$ cat src/hdl/pra_pkg.sv
`timescale 1ns / 1ps

package pra_pkg;

  // Bitmap storage word: 64 pages per word.
  localparam int unsigned WORD_BITS = 64;
  localparam int unsigned WORD_LOG  = 6;

  // Field widths
  localparam int unsigned CMD_W      = 2;
  localparam int unsigned LEN_W      = 11;
  localparam int unsigned PAGE_W     = 10;
  localparam int unsigned STATUS_W   = 3;
  localparam int unsigned COUNT_W    = 11;
  localparam int unsigned WSTART_W   = 10;
  localparam int unsigned WSTOP_W    = 11;
  localparam int unsigned CFG_IDX_W  = 1;
  localparam int unsigned CFG_DATA_W = 11;

  localparam logic [WSTART_W-1:0] WSTART_RESET = 10'd0;
  localparam logic [WSTOP_W-1:0]  WSTOP_RESET  = 11'd1024;

  typedef enum logic [CFG_IDX_W-1:0] {
    REG_WIN_START = 1'b0,
    REG_WIN_STOP  = 1'b1
  } cfg_reg_e;

  typedef enum logic [CMD_W-1:0] {
    CMD_INIT  = 2'd0,
    CMD_ALLOC = 2'd1,
    CMD_FREE  = 2'd2
  } cmd_e;

  typedef enum logic [STATUS_W-1:0] {
    ST_OK          = 3'd0,
    ST_ZERO_LEN    = 3'd1,
    ST_NO_RUN      = 3'd2,
    ST_OUTSIDE     = 3'd3,
    ST_DOUBLE_FREE = 3'd4
  } status_e;

  // Word operation issued by the sweep counter
  typedef enum logic [2:0] {
    OP_WIPE  = 3'd0,
    OP_FILL  = 3'd1,
    OP_SCAN  = 3'd2,
    OP_CHECK = 3'd3,
    OP_CLR   = 3'd4,
    OP_SET   = 3'd5
  } op_e;

  // Source of the page range that a sweep covers
  typedef enum logic [1:0] {
    RNG_WIN = 2'd0,
    RNG_RUN = 2'd1,
    RNG_HIT = 2'd2
  } rng_sel_e;

  // Free count update applied with the result
  typedef enum logic [1:0] {
    FC_NONE  = 2'd0,
    FC_INIT  = 2'd1,
    FC_ALLOC = 2'd2,
    FC_FREE  = 2'd3
  } fc_e;

  typedef struct packed {
    logic [CMD_W-1:0]  command;
    logic [LEN_W-1:0]  run_length;
    logic [PAGE_W-1:0] page_index;
  } item_t;

  typedef struct packed {
    logic [STATUS_W-1:0] status;
    logic [PAGE_W-1:0]   start_page;
    logic [COUNT_W-1:0]  free_pages;
  } result_t;

  typedef struct packed {
    logic     capture;
    logic     load_rng;
    rng_sel_e rng_sel;
    logic     from_zero;
    logic     step;
    op_e      op;
    logic     clr_acc;
    logic     finish;
    status_e  status;
    fc_e      fc;
  } dp_cmd_t;

  typedef struct packed {
    logic [CMD_W-1:0] command;
    logic             len_zero;
    logic             len_gt_free;
    logic             win_empty;
    logic             outside;
    logic             last;
    logic             pipe_busy;
    logic             found;
    logic             clash;
  } dp_stat_t;

endpackage

$ cat src/hdl/page_run_bitmap_allocator.sv
`timescale 1ns / 1ps

// Channel  | Handshake                 | Payload
// ---------+---------------------------+---------------------------------------
// item in  | start & !busy             | item_i (command, run_length, page_index)
// result   | done_o, one cycle strobe  | result_o (status, start_page, free_pages)
// config   | cfg_valid_i & cfg_ready_o | cfg_index_i, cfg_data_i
//
// The free map sits in a RAM of 64-page words, one read and one write per
// cycle; init, alloc and free sweep it one word a cycle unless rejected.
// Init fills the window; alloc scans it, then clears the run found; free
// checks the run, then sets it. After reset the map is wiped with busy
// high. The result sink cannot stall: results are strobed once on done_o,
// and the next item may start meanwhile.

module page_run_bitmap_allocator #(
  parameter int unsigned MAX_PAGES = 1024
) (
  input  logic                           clk_i,
  input  logic                           rst_ni,
  // item channel
  input  logic                           start,
  output logic                           busy,
  input  pra_pkg::item_t                 item_i,
  // result channel
  output logic                           done_o,
  output pra_pkg::result_t               result_o,
  // configuration channel
  input  logic                           cfg_valid_i,
  output logic                           cfg_ready_o,
  input  logic [pra_pkg::CFG_IDX_W-1:0]  cfg_index_i,
  input  logic [pra_pkg::CFG_DATA_W-1:0] cfg_data_i
);

  import pra_pkg::*;

  dp_cmd_t  dp_cmd;
  dp_stat_t dp_stat;

  // Window registers take writes at any time; only idle writes are meaningful.
  assign cfg_ready_o = 1'b1;

  // Sequence the sweeps: wipe, fill, scan, check, set and clear
  pra_ctrl u_ctrl (
    .clk_i  (clk_i),
    .rst_ni (rst_ni),
    .start  (start),
    .busy   (busy),
    .stat_i (dp_stat),
    .cmd_o  (dp_cmd)
  );

  // Hold the map, the free count and the item; search and update word by word
  pra_dp #(
    .MAX_PAGES (MAX_PAGES)
  ) u_dp (
    .clk_i       (clk_i),
    .rst_ni      (rst_ni),
    .cfg_valid_i (cfg_valid_i),
    .cfg_index_i (cfg_index_i),
    .cfg_data_i  (cfg_data_i),
    .item_i      (item_i),
    .cmd_i       (dp_cmd),
    .stat_o      (dp_stat),
    .done_o      (done_o),
    .result_o    (result_o)
  );

endmodule

$ cat src/hdl/pra_ram.sv
`timescale 1ns / 1ps

module pra_ram #(
  parameter int unsigned WIDTH = 64,
  parameter int unsigned DEPTH = 16
) (
  input  logic                                      clk_i,
  input  logic                                      we_i,
  input  logic [((DEPTH > 1) ? $clog2(DEPTH) : 1)-1:0] waddr_i,
  input  logic [WIDTH-1:0]                          wdata_i,
  input  logic                                      re_i,
  input  logic [((DEPTH > 1) ? $clog2(DEPTH) : 1)-1:0] raddr_i,
  output logic [WIDTH-1:0]                          rdata_o
);

  logic [WIDTH-1:0] mem_q [DEPTH];

  always_ff @(posedge clk_i) begin
    if (we_i) begin
      mem_q[waddr_i] <= wdata_i;
    end
    if (re_i) begin
      rdata_o <= mem_q[raddr_i];
    end
  end

endmodule

$ cat src/hdl/pra_ctrl.sv
`timescale 1ns / 1ps

module pra_ctrl (
  input  logic               clk_i,
  input  logic               rst_ni,
  input  logic               start,
  output logic               busy,
  input  pra_pkg::dp_stat_t  stat_i,
  output pra_pkg::dp_cmd_t   cmd_o
);

  import pra_pkg::*;

  typedef enum logic [9:0] {
    S_WIPE   = 10'b0000000001,
    S_IDLE   = 10'b0000000010,
    S_DECIDE = 10'b0000000100,
    S_FILL   = 10'b0000001000,
    S_SCAN   = 10'b0000010000,
    S_SDRAIN = 10'b0000100000,
    S_CLEAR  = 10'b0001000000,
    S_CHECK  = 10'b0010000000,
    S_CDRAIN = 10'b0100000000,
    S_SET    = 10'b1000000000
  } state_e;

  state_e state_q, state_d;

  assign busy = (state_q != S_IDLE);

  always_comb begin
    state_d = state_q;
    cmd_o   = '0;
    case (state_q)
      S_WIPE: begin
        cmd_o.step = 1'b1;
        cmd_o.op   = OP_WIPE;
        if (stat_i.last) begin
          state_d = S_IDLE;
        end
      end
      S_IDLE: begin
        if (start) begin
          cmd_o.capture = 1'b1;
          state_d       = S_DECIDE;
        end
      end
      S_DECIDE: begin
        case (stat_i.command)
          CMD_INIT: begin
            cmd_o.load_rng  = 1'b1;
            cmd_o.rng_sel   = RNG_WIN;
            cmd_o.from_zero = 1'b1;
            state_d         = S_FILL;
          end
          CMD_ALLOC: begin
            if (stat_i.len_zero) begin
              cmd_o.finish = 1'b1;
              cmd_o.status = ST_ZERO_LEN;
              state_d      = S_IDLE;
            end else if (stat_i.len_gt_free || stat_i.win_empty) begin
              cmd_o.finish = 1'b1;
              cmd_o.status = ST_NO_RUN;
              state_d      = S_IDLE;
            end else begin
              cmd_o.load_rng = 1'b1;
              cmd_o.rng_sel  = RNG_WIN;
              cmd_o.clr_acc  = 1'b1;
              state_d        = S_SCAN;
            end
          end
          CMD_FREE: begin
            if (stat_i.len_zero) begin
              cmd_o.finish = 1'b1;
              cmd_o.status = ST_ZERO_LEN;
              state_d      = S_IDLE;
            end else if (stat_i.outside) begin
              cmd_o.finish = 1'b1;
              cmd_o.status = ST_OUTSIDE;
              state_d      = S_IDLE;
            end else begin
              cmd_o.load_rng = 1'b1;
              cmd_o.rng_sel  = RNG_RUN;
              cmd_o.clr_acc  = 1'b1;
              state_d        = S_CHECK;
            end
          end
          default: begin
            // unused command code: answer ok, touch nothing
            cmd_o.finish = 1'b1;
            cmd_o.status = ST_OK;
            state_d      = S_IDLE;
          end
        endcase
      end
      S_FILL: begin
        cmd_o.step = 1'b1;
        cmd_o.op   = OP_FILL;
        if (stat_i.last) begin
          cmd_o.finish = 1'b1;
          cmd_o.status = ST_OK;
          cmd_o.fc     = FC_INIT;
          state_d      = S_IDLE;
        end
      end
      S_SCAN: begin
        if (stat_i.found) begin
          cmd_o.load_rng = 1'b1;
          cmd_o.rng_sel  = RNG_HIT;
          state_d        = S_CLEAR;
        end else begin
          cmd_o.step = 1'b1;
          cmd_o.op   = OP_SCAN;
          if (stat_i.last) begin
            state_d = S_SDRAIN;
          end
        end
      end
      S_SDRAIN: begin
        if (stat_i.found) begin
          cmd_o.load_rng = 1'b1;
          cmd_o.rng_sel  = RNG_HIT;
          state_d        = S_CLEAR;
        end else if (!stat_i.pipe_busy) begin
          cmd_o.finish = 1'b1;
          cmd_o.status = ST_NO_RUN;
          state_d      = S_IDLE;
        end
      end
      S_CLEAR: begin
        cmd_o.step = 1'b1;
        cmd_o.op   = OP_CLR;
        if (stat_i.last) begin
          cmd_o.finish = 1'b1;
          cmd_o.status = ST_OK;
          cmd_o.fc     = FC_ALLOC;
          state_d      = S_IDLE;
        end
      end
      S_CHECK: begin
        cmd_o.step = 1'b1;
        cmd_o.op   = OP_CHECK;
        if (stat_i.last) begin
          state_d = S_CDRAIN;
        end
      end
      S_CDRAIN: begin
        if (!stat_i.pipe_busy) begin
          if (stat_i.clash) begin
            cmd_o.finish = 1'b1;
            cmd_o.status = ST_DOUBLE_FREE;
            state_d      = S_IDLE;
          end else begin
            cmd_o.load_rng = 1'b1;
            cmd_o.rng_sel  = RNG_RUN;
            state_d        = S_SET;
          end
        end
      end
      S_SET: begin
        cmd_o.step = 1'b1;
        cmd_o.op   = OP_SET;
        if (stat_i.last) begin
          cmd_o.finish = 1'b1;
          cmd_o.status = ST_OK;
          cmd_o.fc     = FC_FREE;
          state_d      = S_IDLE;
        end
      end
      default: begin
        state_d = S_IDLE;
      end
    endcase
  end

  always_ff @(posedge clk_i or negedge rst_ni) begin
    if (!rst_ni) begin
      state_q <= S_WIPE;
    end else begin
      state_q <= state_d;
    end
  end

endmodule

$ cat src/hdl/pra_dp.sv
`timescale 1ns / 1ps

module pra_dp #(
  parameter int unsigned MAX_PAGES = 1024
) (
  input  logic                                clk_i,
  input  logic                                rst_ni,
  input  logic                                cfg_valid_i,
  input  logic [pra_pkg::CFG_IDX_W-1:0]       cfg_index_i,
  input  logic [pra_pkg::CFG_DATA_W-1:0]      cfg_data_i,
  input  pra_pkg::item_t                      item_i,
  input  pra_pkg::dp_cmd_t                    cmd_i,
  output pra_pkg::dp_stat_t                   stat_o,
  output logic                                done_o,
  output pra_pkg::result_t                    result_o
);

  import pra_pkg::*;

  localparam int unsigned WORDS = (MAX_PAGES + WORD_BITS - 1) / WORD_BITS;
  localparam int unsigned AW    = (WORDS > 1) ? $clog2(WORDS) : 1;
  localparam int unsigned PW    = $clog2(MAX_PAGES + 1);
  localparam int unsigned CW    = (PW > LEN_W) ? PW : LEN_W;
  localparam int unsigned GW    = (PW > AW + WORD_LOG) ? PW : AW + WORD_LOG;
  localparam int unsigned XW    = ((GW > CW) ? GW : CW) + 1;
  localparam int unsigned ZW    = WORD_LOG + 1;

  // Configuration
  logic [WSTART_W-1:0] win_start_q;
  logic [WSTOP_W-1:0]  win_stop_q;

  // Command in flight and counters
  item_t              item_q;
  logic [PW-1:0]      free_q;
  logic [XW-1:0]      rng_lo_q, rng_hi_q;
  logic [AW-1:0]      addr_q, end_w_q;
  logic [XW-1:0]      start_q;

  // Read pipeline
  logic               rd_vld_q;
  op_e                rd_op_q;
  logic [AW-1:0]      rd_addr_q;
  logic [WORD_BITS-1:0] rd_data;

  // Scan pipeline
  logic               a_vld_q;
  logic [WORD_BITS-1:0] hit_q, hit_d;
  logic [AW-1:0]      hit_w_q;
  logic [XW-1:0]      carry_q, carry_d;
  logic               clash_q;

  logic               done_q;
  result_t            result_q;

  logic [XW-1:0]      lo_x, hi_x, len_x, page_x, fc_x;
  logic [XW-1:0]      nlo, nhi;
  logic [XW-1:0]      hit_end_x, hit_first_x;
  logic [WORD_LOG-1:0] hit_pos;
  logic [WORD_BITS-1:0] mask_sw, mask_rd, sm;
  logic [ZW-1:0]      zl [WORD_LOG+1][WORD_BITS];
  logic [XW-1:0]      run_v;
  logic               is_rd_op, ram_we, ram_re;
  logic [AW-1:0]      ram_waddr;
  logic [WORD_BITS-1:0] ram_wdata;
  logic [XW-1:0]      nfc;

  function automatic logic [AW-1:0] word_of(input logic [XW-1:0] x);
    logic [XW-1:0] s;
    s = x >> WORD_LOG;
    return s[AW-1:0];
  endfunction

  // Pages of word w that fall in [lo, hi)
  function automatic logic [WORD_BITS-1:0] range_mask(input logic [AW-1:0] w,
                                                      input logic [XW-1:0] lo,
                                                      input logic [XW-1:0] hi);
    logic [XW-1:0]        g;
    logic [WORD_BITS-1:0] m;
    for (int b = 0; b < WORD_BITS; b++) begin
      g    = XW'({w, WORD_LOG'(b)});
      m[b] = (g >= lo) && (g < hi);
    end
    return m;
  endfunction

  // Clamp window to the map
  assign lo_x   = (XW'(win_start_q) > XW'(MAX_PAGES)) ? XW'(MAX_PAGES) : XW'(win_start_q);
  assign hi_x   = (XW'(win_stop_q) > XW'(MAX_PAGES)) ? XW'(MAX_PAGES) : XW'(win_stop_q);
  assign len_x  = XW'(item_q.run_length);
  assign page_x = XW'(item_q.page_index);
  assign fc_x   = XW'(free_q);

  always_comb begin
    case (cmd_i.rng_sel)
      RNG_RUN: begin
        nlo = page_x;
        nhi = page_x + len_x;
      end
      RNG_HIT: begin
        nlo = hit_first_x;
        nhi = hit_end_x + XW'(1);
      end
      default: begin
        nlo = lo_x;
        nhi = hi_x;
      end
    endcase
  end

  assign mask_sw = range_mask(addr_q, rng_lo_q, rng_hi_q);
  assign mask_rd = range_mask(rd_addr_q, rng_lo_q, rng_hi_q);

  // Memory ports
  assign is_rd_op = (cmd_i.op != OP_WIPE) && (cmd_i.op != OP_FILL);
  assign ram_re   = cmd_i.step && is_rd_op;

  always_comb begin
    ram_we    = 1'b0;
    ram_waddr = addr_q;
    ram_wdata = '0;
    if (cmd_i.step && !is_rd_op) begin
      ram_we    = 1'b1;
      ram_wdata = (cmd_i.op == OP_FILL) ? mask_sw : '0;
    end else if (rd_vld_q && (rd_op_q == OP_CLR)) begin
      ram_we    = 1'b1;
      ram_waddr = rd_addr_q;
      ram_wdata = rd_data & ~mask_rd;
    end else if (rd_vld_q && (rd_op_q == OP_SET)) begin
      ram_we    = 1'b1;
      ram_waddr = rd_addr_q;
      ram_wdata = rd_data | mask_rd;
    end
  end

  pra_ram #(
    .WIDTH (WORD_BITS),
    .DEPTH (WORDS)
  ) u_map (
    .clk_i   (clk_i),
    .we_i    (ram_we),
    .waddr_i (ram_waddr),
    .wdata_i (ram_wdata),
    .re_i    (ram_re),
    .raddr_i (addr_q),
    .rdata_o (rd_data)
  );

  // Run search over one word: zl holds, per bit, one past the nearest page at
  // or below it that is used or outside the range (zero if none in the word).
  always_comb begin
    sm = rd_data & mask_rd;
    for (int p = 0; p < WORD_BITS; p++) begin
      zl[0][p] = sm[p] ? '0 : ZW'(p + 1);
    end
    for (int k = 0; k < WORD_LOG; k++) begin
      for (int p = 0; p < WORD_BITS; p++) begin
        if ((p >= (1 << k)) && (zl[k][p] == '0)) begin
          zl[k+1][p] = zl[k][p - (1 << k)];
        end else begin
          zl[k+1][p] = zl[k][p];
        end
      end
    end
    run_v = '0;
    for (int p = 0; p < WORD_BITS; p++) begin
      if (zl[WORD_LOG][p] == '0) begin
        run_v = carry_q + XW'(p + 1);
      end else begin
        run_v = XW'(p + 1) - XW'(zl[WORD_LOG][p]);
      end
      hit_d[p] = sm[p] && (run_v >= len_x);
    end
    if (zl[WORD_LOG][WORD_BITS-1] == '0) begin
      carry_d = carry_q + XW'(WORD_BITS);
    end else begin
      carry_d = XW'(WORD_BITS) - XW'(zl[WORD_LOG][WORD_BITS-1]);
    end
  end

  // Lowest hit gives the end page of the first fitting run
  always_comb begin
    hit_pos = '0;
    for (int p = WORD_BITS - 1; p >= 0; p--) begin
      if (hit_q[p]) begin
        hit_pos = WORD_LOG'(p);
      end
    end
  end

  assign hit_end_x   = XW'({hit_w_q, hit_pos});
  assign hit_first_x = hit_end_x + XW'(1) - len_x;

  always_comb begin
    case (cmd_i.fc)
      FC_INIT:  nfc = (lo_x >= hi_x) ? '0 : hi_x - lo_x;
      FC_ALLOC: nfc = fc_x - len_x;
      FC_FREE:  nfc = fc_x + len_x;
      default:  nfc = fc_x;
    endcase
  end

  // Control registers
  always_ff @(posedge clk_i or negedge rst_ni) begin
    if (!rst_ni) begin
      win_start_q <= WSTART_RESET;
      win_stop_q  <= WSTOP_RESET;
      free_q      <= '0;
      addr_q      <= '0;
      end_w_q     <= AW'(WORDS - 1);
      rd_vld_q    <= 1'b0;
      a_vld_q     <= 1'b0;
      done_q      <= 1'b0;
    end else begin
      if (cfg_valid_i) begin
        case (cfg_index_i)
          REG_WIN_START: win_start_q <= cfg_data_i[WSTART_W-1:0];
          REG_WIN_STOP:  win_stop_q  <= cfg_data_i[WSTOP_W-1:0];
          default: ;
        endcase
      end
      if (cmd_i.load_rng) begin
        addr_q  <= cmd_i.from_zero ? '0 : word_of(nlo);
        end_w_q <= cmd_i.from_zero ? AW'(WORDS - 1) : word_of(nhi - XW'(1));
      end else if (cmd_i.step) begin
        addr_q <= addr_q + 1'b1;
      end
      if (cmd_i.finish) begin
        free_q <= nfc[PW-1:0];
      end
      rd_vld_q <= ram_re;
      a_vld_q  <= rd_vld_q && (rd_op_q == OP_SCAN);
      done_q   <= cmd_i.finish;
    end
  end

  // Payload registers
  always_ff @(posedge clk_i) begin
    if (cmd_i.capture) begin
      item_q <= item_i;
    end
    if (cmd_i.load_rng) begin
      rng_lo_q <= nlo;
      rng_hi_q <= nhi;
      if (cmd_i.rng_sel == RNG_HIT) begin
        start_q <= hit_first_x;
      end
    end
    rd_op_q   <= cmd_i.op;
    rd_addr_q <= addr_q;
    if (rd_vld_q && (rd_op_q == OP_SCAN)) begin
      hit_q   <= hit_d;
      hit_w_q <= rd_addr_q;
    end
    if (cmd_i.clr_acc) begin
      carry_q <= '0;
      clash_q <= 1'b0;
    end else if (rd_vld_q) begin
      if (rd_op_q == OP_SCAN) begin
        carry_q <= carry_d;
      end
      if (rd_op_q == OP_CHECK) begin
        clash_q <= clash_q | (|(rd_data & mask_rd));
      end
    end
    if (cmd_i.finish) begin
      result_q.status     <= cmd_i.status;
      result_q.start_page <= (cmd_i.fc == FC_ALLOC) ? start_q[PAGE_W-1:0] : '0;
      result_q.free_pages <= nfc[COUNT_W-1:0];
    end
  end

  assign stat_o.command     = item_q.command;
  assign stat_o.len_zero    = (item_q.run_length == '0);
  assign stat_o.len_gt_free = (len_x > fc_x);
  assign stat_o.win_empty   = (lo_x >= hi_x);
  assign stat_o.outside     = (page_x < lo_x) || ((page_x + len_x) > hi_x);
  assign stat_o.last        = (addr_q == end_w_q);
  assign stat_o.pipe_busy   = rd_vld_q || a_vld_q;
  assign stat_o.found       = a_vld_q && (|hit_q);
  assign stat_o.clash       = clash_q;

  assign done_o   = done_q;
  assign result_o = result_q;

endmodule

$ cat config.mk
export PLATFORM = sky130hd
export DESIGN_NAME = page_run_bitmap_allocator
export DESIGN_NICKNAME = d
export VERILOG_FILES = /design/src/hdl/pra_pkg.sv /design/src/hdl/page_run_bitmap_allocator.sv /design/src/hdl/pra_ram.sv /design/src/hdl/pra_ctrl.sv /design/src/hdl/pra_dp.sv
export SDC_FILE = /design/constraint.sdc
export NUM_CORES = 2
export LEC_CHECK = 0
export ABC_AREA = 0
export BUFFER_PORTS_ARGS = -buffer_cell sky130_fd_sc_hd__buf_2
export CORE_ASPECT_RATIO = 1.5
export CORE_MARGIN = 2
export CORE_UTILIZATION = 68
export CTS_CLUSTER_DIAMETER = 80
export CTS_CLUSTER_SIZE = 20
export DETAILED_ROUTE_END_ITERATION = 8
export GPL_TIMING_DRIVEN = 0
export PLACE_DENSITY = 0.86
export SLEW_MARGIN = 20
export SYNTH_ARGS = -nofsm -noshare
export SYNTH_HDL_FRONTEND = slang
export SYNTH_SLANG_ARGS = --single-unit
$ cat constraint.sdc
create_clock -name clk_i -period 18.2 [get_ports clk_i]
set_input_delay 3.64 -clock clk_i [delete_from_list [all_inputs] [get_ports clk_i]]
set_output_delay 3.64 -clock clk_i [all_outputs]
set_load 0.03 [all_outputs]
==> summary.txt, run 1 <==
post_cts resized - 0
count of yosys warnings during synthesis - 0
adder and majority cell fraction of the synthesized area - 0.122
Post-synth ARST share - 0.0405
global router's overall resource usage - 0.813
biggest area contributors in the synthesized netlist - sky130_fd_sc_hd__edfxtp_1 39%, sky130_fd_sc_hd__ha_1 12%, sky130_fd_sc_hd__mux4_2 7.6%, sky130_fd_sc_hd__a21oi_1 3.6%, sky130_fd_sc_hd__nor2_1 3.5%
final HPWL from detailed placement - 346,000 um
width of the die - 310 um
total grt overflow - 5,200
count leader, synth - sky130_fd_sc_hd__edfxtp_1
commonest cells in the synthesized netlist - 1,237 x sky130_fd_sc_hd__edfxtp_1, 922 x sky130_fd_sc_hd__ha_1, 895 x sky130_fd_sc_hd__nor2_1, 678 x sky130_fd_sc_hd__a21oi_1, 591 x sky130_fd_sc_hd__nand2_1
die height - 463 um
post-synthesis area per instance - 10.5 sq um
Synth Cell Area - 0.0955 sq mm
weighted congestion at the end of routability-driven global placement - 1.64
main combinational cell family by area after synthesis - compound AO/OA/AOI/OAI gates
outcome - aborted with a tool error
synthesized flop and latch total - 1,310
deepest clock path buffer count - 3
count of standard-cell rows - 168
cell type with the largest total area after synthesis - sky130_fd_sc_hd__edfxtp_1
H-tree depth - 3
first-pass GRT wire length - 834,000 um
count of distinct cell types in the synthesized netlist - 130
number of buffers inserted by post-CTS setup repair - 0
Seq/Total Area, Yosys - 0.407
largest net degree at the start of global routing - 54
mux share of post-synthesis cell area - 0.0896
first error - [ERROR GRT-0116] Global routing finished with congestion. Check the congestion regions in the DRC Viewer.
cell chosen for the clock root - sky130_fd_sc_hd__clkbuf_16
Mapped Cells - 9,072
xor and xnor area share after synthesis - 0.0507
portion of synthesized cell area occupied by the leading cell type - 0.389
I/O Pins - 66
clock sink total - 1,310
count of flip-flops with a built-in enable after synthesis - 1,237
most used flip-flop cell after synthesis - sky130_fd_sc_hd__edfxtp_1
cell area after placement - 0.101 sq mm
Num CTS Buffers - 77
fraction of the mapped netlist area in simple logic gates - 0.131
area fraction in compound gates after synthesis - 0.170
Synthesized Nets - 10,000
vias in the first global route - 103,000
# port buffers - 64
failing step - 5_1_grt
Starting Density - 0.684
number of buffers inserted by hold repair at cts - 0
==> through the flow <==
step / instances / hold WS, ns / setup slack (ns) / utilization
floorplan: 9072 / 0.397 / 11.04 / -
global placement: 11000 / 0.431 / 7.68 / 0.703
detailed placement: 11100 / 0.452 / 7.78 / 0.723
CTS: 11200 / 0.474 / 7.66 / 0.739
==> cell families after synthesis <==
family,after synthesis
xor gates and xnor gates,553
AOI/OAI and AO/OA,2530
adders and majority gates,927
muxes,451
other,1
DFF,1310
and+or+nand+nor,2603
buffers and inverters,697
==> per-layer routing <==
layer  global-route usage  overflow
met1                0.799       327
met2                0.968      2988
met5                0.493        36
met3                0.661       399
met4                0.820      1450
==> inputs of run 2 (changes only) <==
- CORE_ASPECT_RATIO: 1.5 -> default
- CORE_UTILIZATION: 68 -> 40
- CTS_CLUSTER_DIAMETER: 80 -> default
- CTS_CLUSTER_SIZE: 20 -> default
- PLACE_DENSITY: 0.86 -> default
- PLACE_DENSITY_LB_ADDON: default -> 0.15
==> run 2 against run 1 <==
Effect of this change: the flow now finishes without violations; area after synthesis unchanged; synthesized cell count unchanged.
==> summary.txt, run 2 <==
outcome - finished, final reports clean
Pint - 6.00 mW
required time reported for the critical path endpoint - 18.72 ns
vias in the first global route - 80,600
Sw Pwr - 3.19 mW
final HPWL from detailed placement - 427,000 um (+23%)
Worst IR Drop VDD - 0.000125 V
number of buffers inserted by post-CTS setup repair - 0 (unchanged)
average vias per placed instance - 6.70
met3 wirelength from detailed routing - 54,700 um
clock sink total - 1,310 (unchanged)
total length of routed wires - 544,000 um
detailed route wirelength on metal2 - 234,000 um
unrepaired setup endpoints after global routing - no
Tightest Hold Check Type - reg2reg
R2R Path Start - u_dp.rd_addr_q[0]
number of failing setup endpoints in the final timing report - 0
post-route setup TNS - 0 ns
Synthesized Nets - 10,000 (unchanged)
final instance count without filler cells - 12,900
fill count - 22,100
routed length on met1 - 203,000 um
nature of the critical path startpoint - flip-flop
Synth Cell Area - 0.0955 sq mm (unchanged)
final clock period utilization by the worst path - 0.650
type of the setup path with the least slack - reg2reg
max-cap violation count - 0
path length in cells of the critical path - 34
Routed wire per std cell - 42.2 um
Starting Density - 0.402 (-0.282)
P per Cell Area - 84.0 mW/mm^2
biggest area contributors in the synthesized netlist - sky130_fd_sc_hd__edfxtp_1 39%, sky130_fd_sc_hd__ha_1 12%, sky130_fd_sc_hd__mux4_2 7.6%, sky130_fd_sc_hd__a21oi_1 3.6%, sky130_fd_sc_hd__nor2_1 3.5%
total iterations of the first detailed-routing run - 7
shortest clock period the worst path allows after layout - 11.83 ns
endpoint of the worst setup timing path - u_dp.hit_q[41]
Setup crit start - u_dp.rd_addr_q[0]
H-tree depth - 4 (+1)
flop-to-flop setup slack - 6.37 ns
combinational share of power - 0.308
count leader, synth - sky130_fd_sc_hd__edfxtp_1
final worst setup slack - 6.37 ns
later-pin clock latency in the skew report - 0.86 ns
max FFs per register - 1,024
leading registers by flop count - u_dp.u_map.mem_q (1024), u_dp.hit_q (64), u_dp.u_map.rdata_o (64)
most used flip-flop cell after synthesis - sky130_fd_sc_hd__edfxtp_1
share of cells above drive strength 1 - 0.135
share of total power in sequential cells - 0.372
Post-synth ARST share - 0.0405 (unchanged)
PnR Total Power - 9.19 mW
portion of synthesized cell area occupied by the leading cell type - 0.389 (unchanged)
Mapped Cells - 9,072 (unchanged)
Setup Slack @ Placement - 6.92 ns (-0.854 ns)
commonest cells in the synthesized netlist - 1,237 x sky130_fd_sc_hd__edfxtp_1, 922 x sky130_fd_sc_hd__ha_1, 895 x sky130_fd_sc_hd__nor2_1, 678 x sky130_fd_sc_hd__a21oi_1, 591 x sky130_fd_sc_hd__nand2_1
first-pass GRT wire length - 724,000 um
cell chosen for the clock root - sky130_fd_sc_hd__clkbuf_16
critical path data arrival time - 12.35 ns
count of flip-flops with a built-in enable after synthesis - 1,237 (unchanged)
deepest clock path buffer count - 3 (unchanged)
endpoint type of the worst setup path - flip-flop
top register by number of flip-flops - u_dp.u_map.mem_q
post-synthesis area per instance - 10.5 sq um (unchanged)
Worst path most repeated cell - sky130_fd_sc_hd__a21o_1
clock share of power - 0.320
largest fanout on the critical path - 10
antenna violations before repair - 67
final slew viol count - 0
Post-layout nets - 10,400
Critical path buffers and inverters - 5
Worst path slowest cell - sky130_fd_sc_hd__nor3_1
final setup skew - 0.105 ns
Die Footprint - 0.243 sq mm
Antenna Violating Nets Remaining - 0
number of buffers inserted by hold repair at cts - 0 (unchanged)
cell area after placement - 0.104 sq mm (+3.0%)
peak per-stage delay on the critical path - 1.24 ns
synthesized flop and latch total - 1,310 (unchanged)
weighted congestion at the end of routability-driven global placement - 1.10 (-33%)
Num CTS Buffers - 139 (+81%)
final instance area - 0.109 sq mm
length in cells of the worst reg-to-reg path - 34
global router's overall resource usage - 0.439
Worst Hold Slack - 0.451 ns
post_cts resized - 0 (unchanged)
die height - 493 um (+6.4%)
largest net degree at the start of global routing - 54
switching fraction of total power - 0.347
count of standard-cell rows - 179 (+6.5%)
gate family responsible for the most delay along the worst path - simple AND/OR/NAND/NOR gates
Layout area overhead - 14.6%
clock tree from TritonCTS - done
count of endpoints failing hold in the final timing report - 0
DR iter-0 viols - 12,200
Least-Margin Pin Slew - 1.44 ns
I/O Pins - 66 (unchanged)
most common library cell in the layout ignoring fill and taps - sky130_fd_sc_hd__edfxtp_1
# port buffers - 64 (unchanged)
area of the core - 0.238 sq mm
Finished Core Util - 0.460
remaining routing DRC violations - 0
width of the die - 493 um (+59%)
Seq/Total Area, Yosys - 0.407 (unchanged)
r2r endpoint - u_dp.hit_q[41]
register area - 0.0389 sq mm
Max-Slew Margin vs Limit - 0.0370
total instance count after detailed placement - 12,500 (+12%)
cell type with the largest total area after synthesis - sky130_fd_sc_hd__edfxtp_1
top layer used by detailed routing - met5
count of distinct cell types in the synthesized netlist - 130 (unchanged)
total grt overflow - 0
achievable clock frequency - 84.6 MHz
clock transition at the register clock pins on the worst setup and hold paths after CTS - 0.06 ns
Multi-input gate area - 0.0549 sq mm
via count of the routed design - 86,300
leakage power - 38.2 nW
commonest non-fill, non-tap cells in the layout - 1,237 x sky130_fd_sc_hd__edfxtp_1, 922 x sky130_fd_sc_hd__ha_1, 868 x sky130_fd_sc_hd__nor2_1
count of yosys warnings during synthesis - 0 (unchanged)
run 2: cell counts after synthesis:
Identical to the previous run, type by type.
run 2: area by class of cell:
class / count / area share
Multi-Input combinational cell: 7065 / 0.502
Sequential cell: 1310 / 0.355
Tap cell: 3167 / 0.0362
Clock inverter: 82 / 0.0100
Inverter: 224 / 0.00814
Clock buffer: 167 / 0.0335
Antenna cell: 148 / 0.00339
Timing Repair Buffer: 242 / 0.0322
Buffer: 473 / 0.0190
run 2: worst min-delay path by stage:
stage / endpoint / startpoint / slack (ns) / cells after the start
floorplan: u_dp.rd_addr_q[2] / u_dp.addr_q[2] / 0.40 / 0
CTS: u_dp.rd_addr_q[2] / u_dp.addr_q[2] / 0.45 / 0
global route: u_dp.rd_addr_q[2] / u_dp.addr_q[2] / 0.47 / 0
global placement: u_dp.rd_addr_q[2] / u_dp.addr_q[2] / 0.45 / 0
finish: u_dp.rd_addr_q[2] / u_dp.addr_q[2] / 0.45 / 0
detailed placement: u_dp.rd_addr_q[2] / u_dp.addr_q[2] / 0.44 / 0
run 2: power by group through the flow:
stage	sequential [mW]	clock, mW	combinational, mW
floorplan	3.46	0	1.66
global placement	3.49	0	2.60
detailed placement	3.48	0	2.73
CTS	3.41	2.98	2.76
global route	3.42	3.09	2.97
finish	3.42	2.95	2.83
run 2: logic make-up after synthesis:
family | share of synthesized area
and+or+nand+nor | 0.131
AOI/OAI and AO/OA | 0.170
DFF | 0.407
adders and majority gates | 0.122
buffers and inverters | 0.0292
xor gates and xnor gates | 0.0507
muxes | 0.0896
other | 0.0000393
run 2: worst register-to-register path: cells and delay by family (launching register included):
family | cells | cell delay [ns]
AO/OA/AOI/OAI | 14 | 3.28
adder cells (fa/ha/maj) | 3 | 0.86
buffers and inverters | 5 | 1.51
flip-flops | 1 | 0.53
AND/OR/NAND/NOR | 12 | 5.33
run 2: per-layer routing:
layer | global-route usage | vias up
li1 | - | 35500
met1 | 0.539 | 43400
met2 | 0.649 | 5795
met3 | 0.120 | 1566
met4 | 0.347 | 24
met5 | 0.00744 | -
No activity file was read; power rests on OpenSTA's default activity.
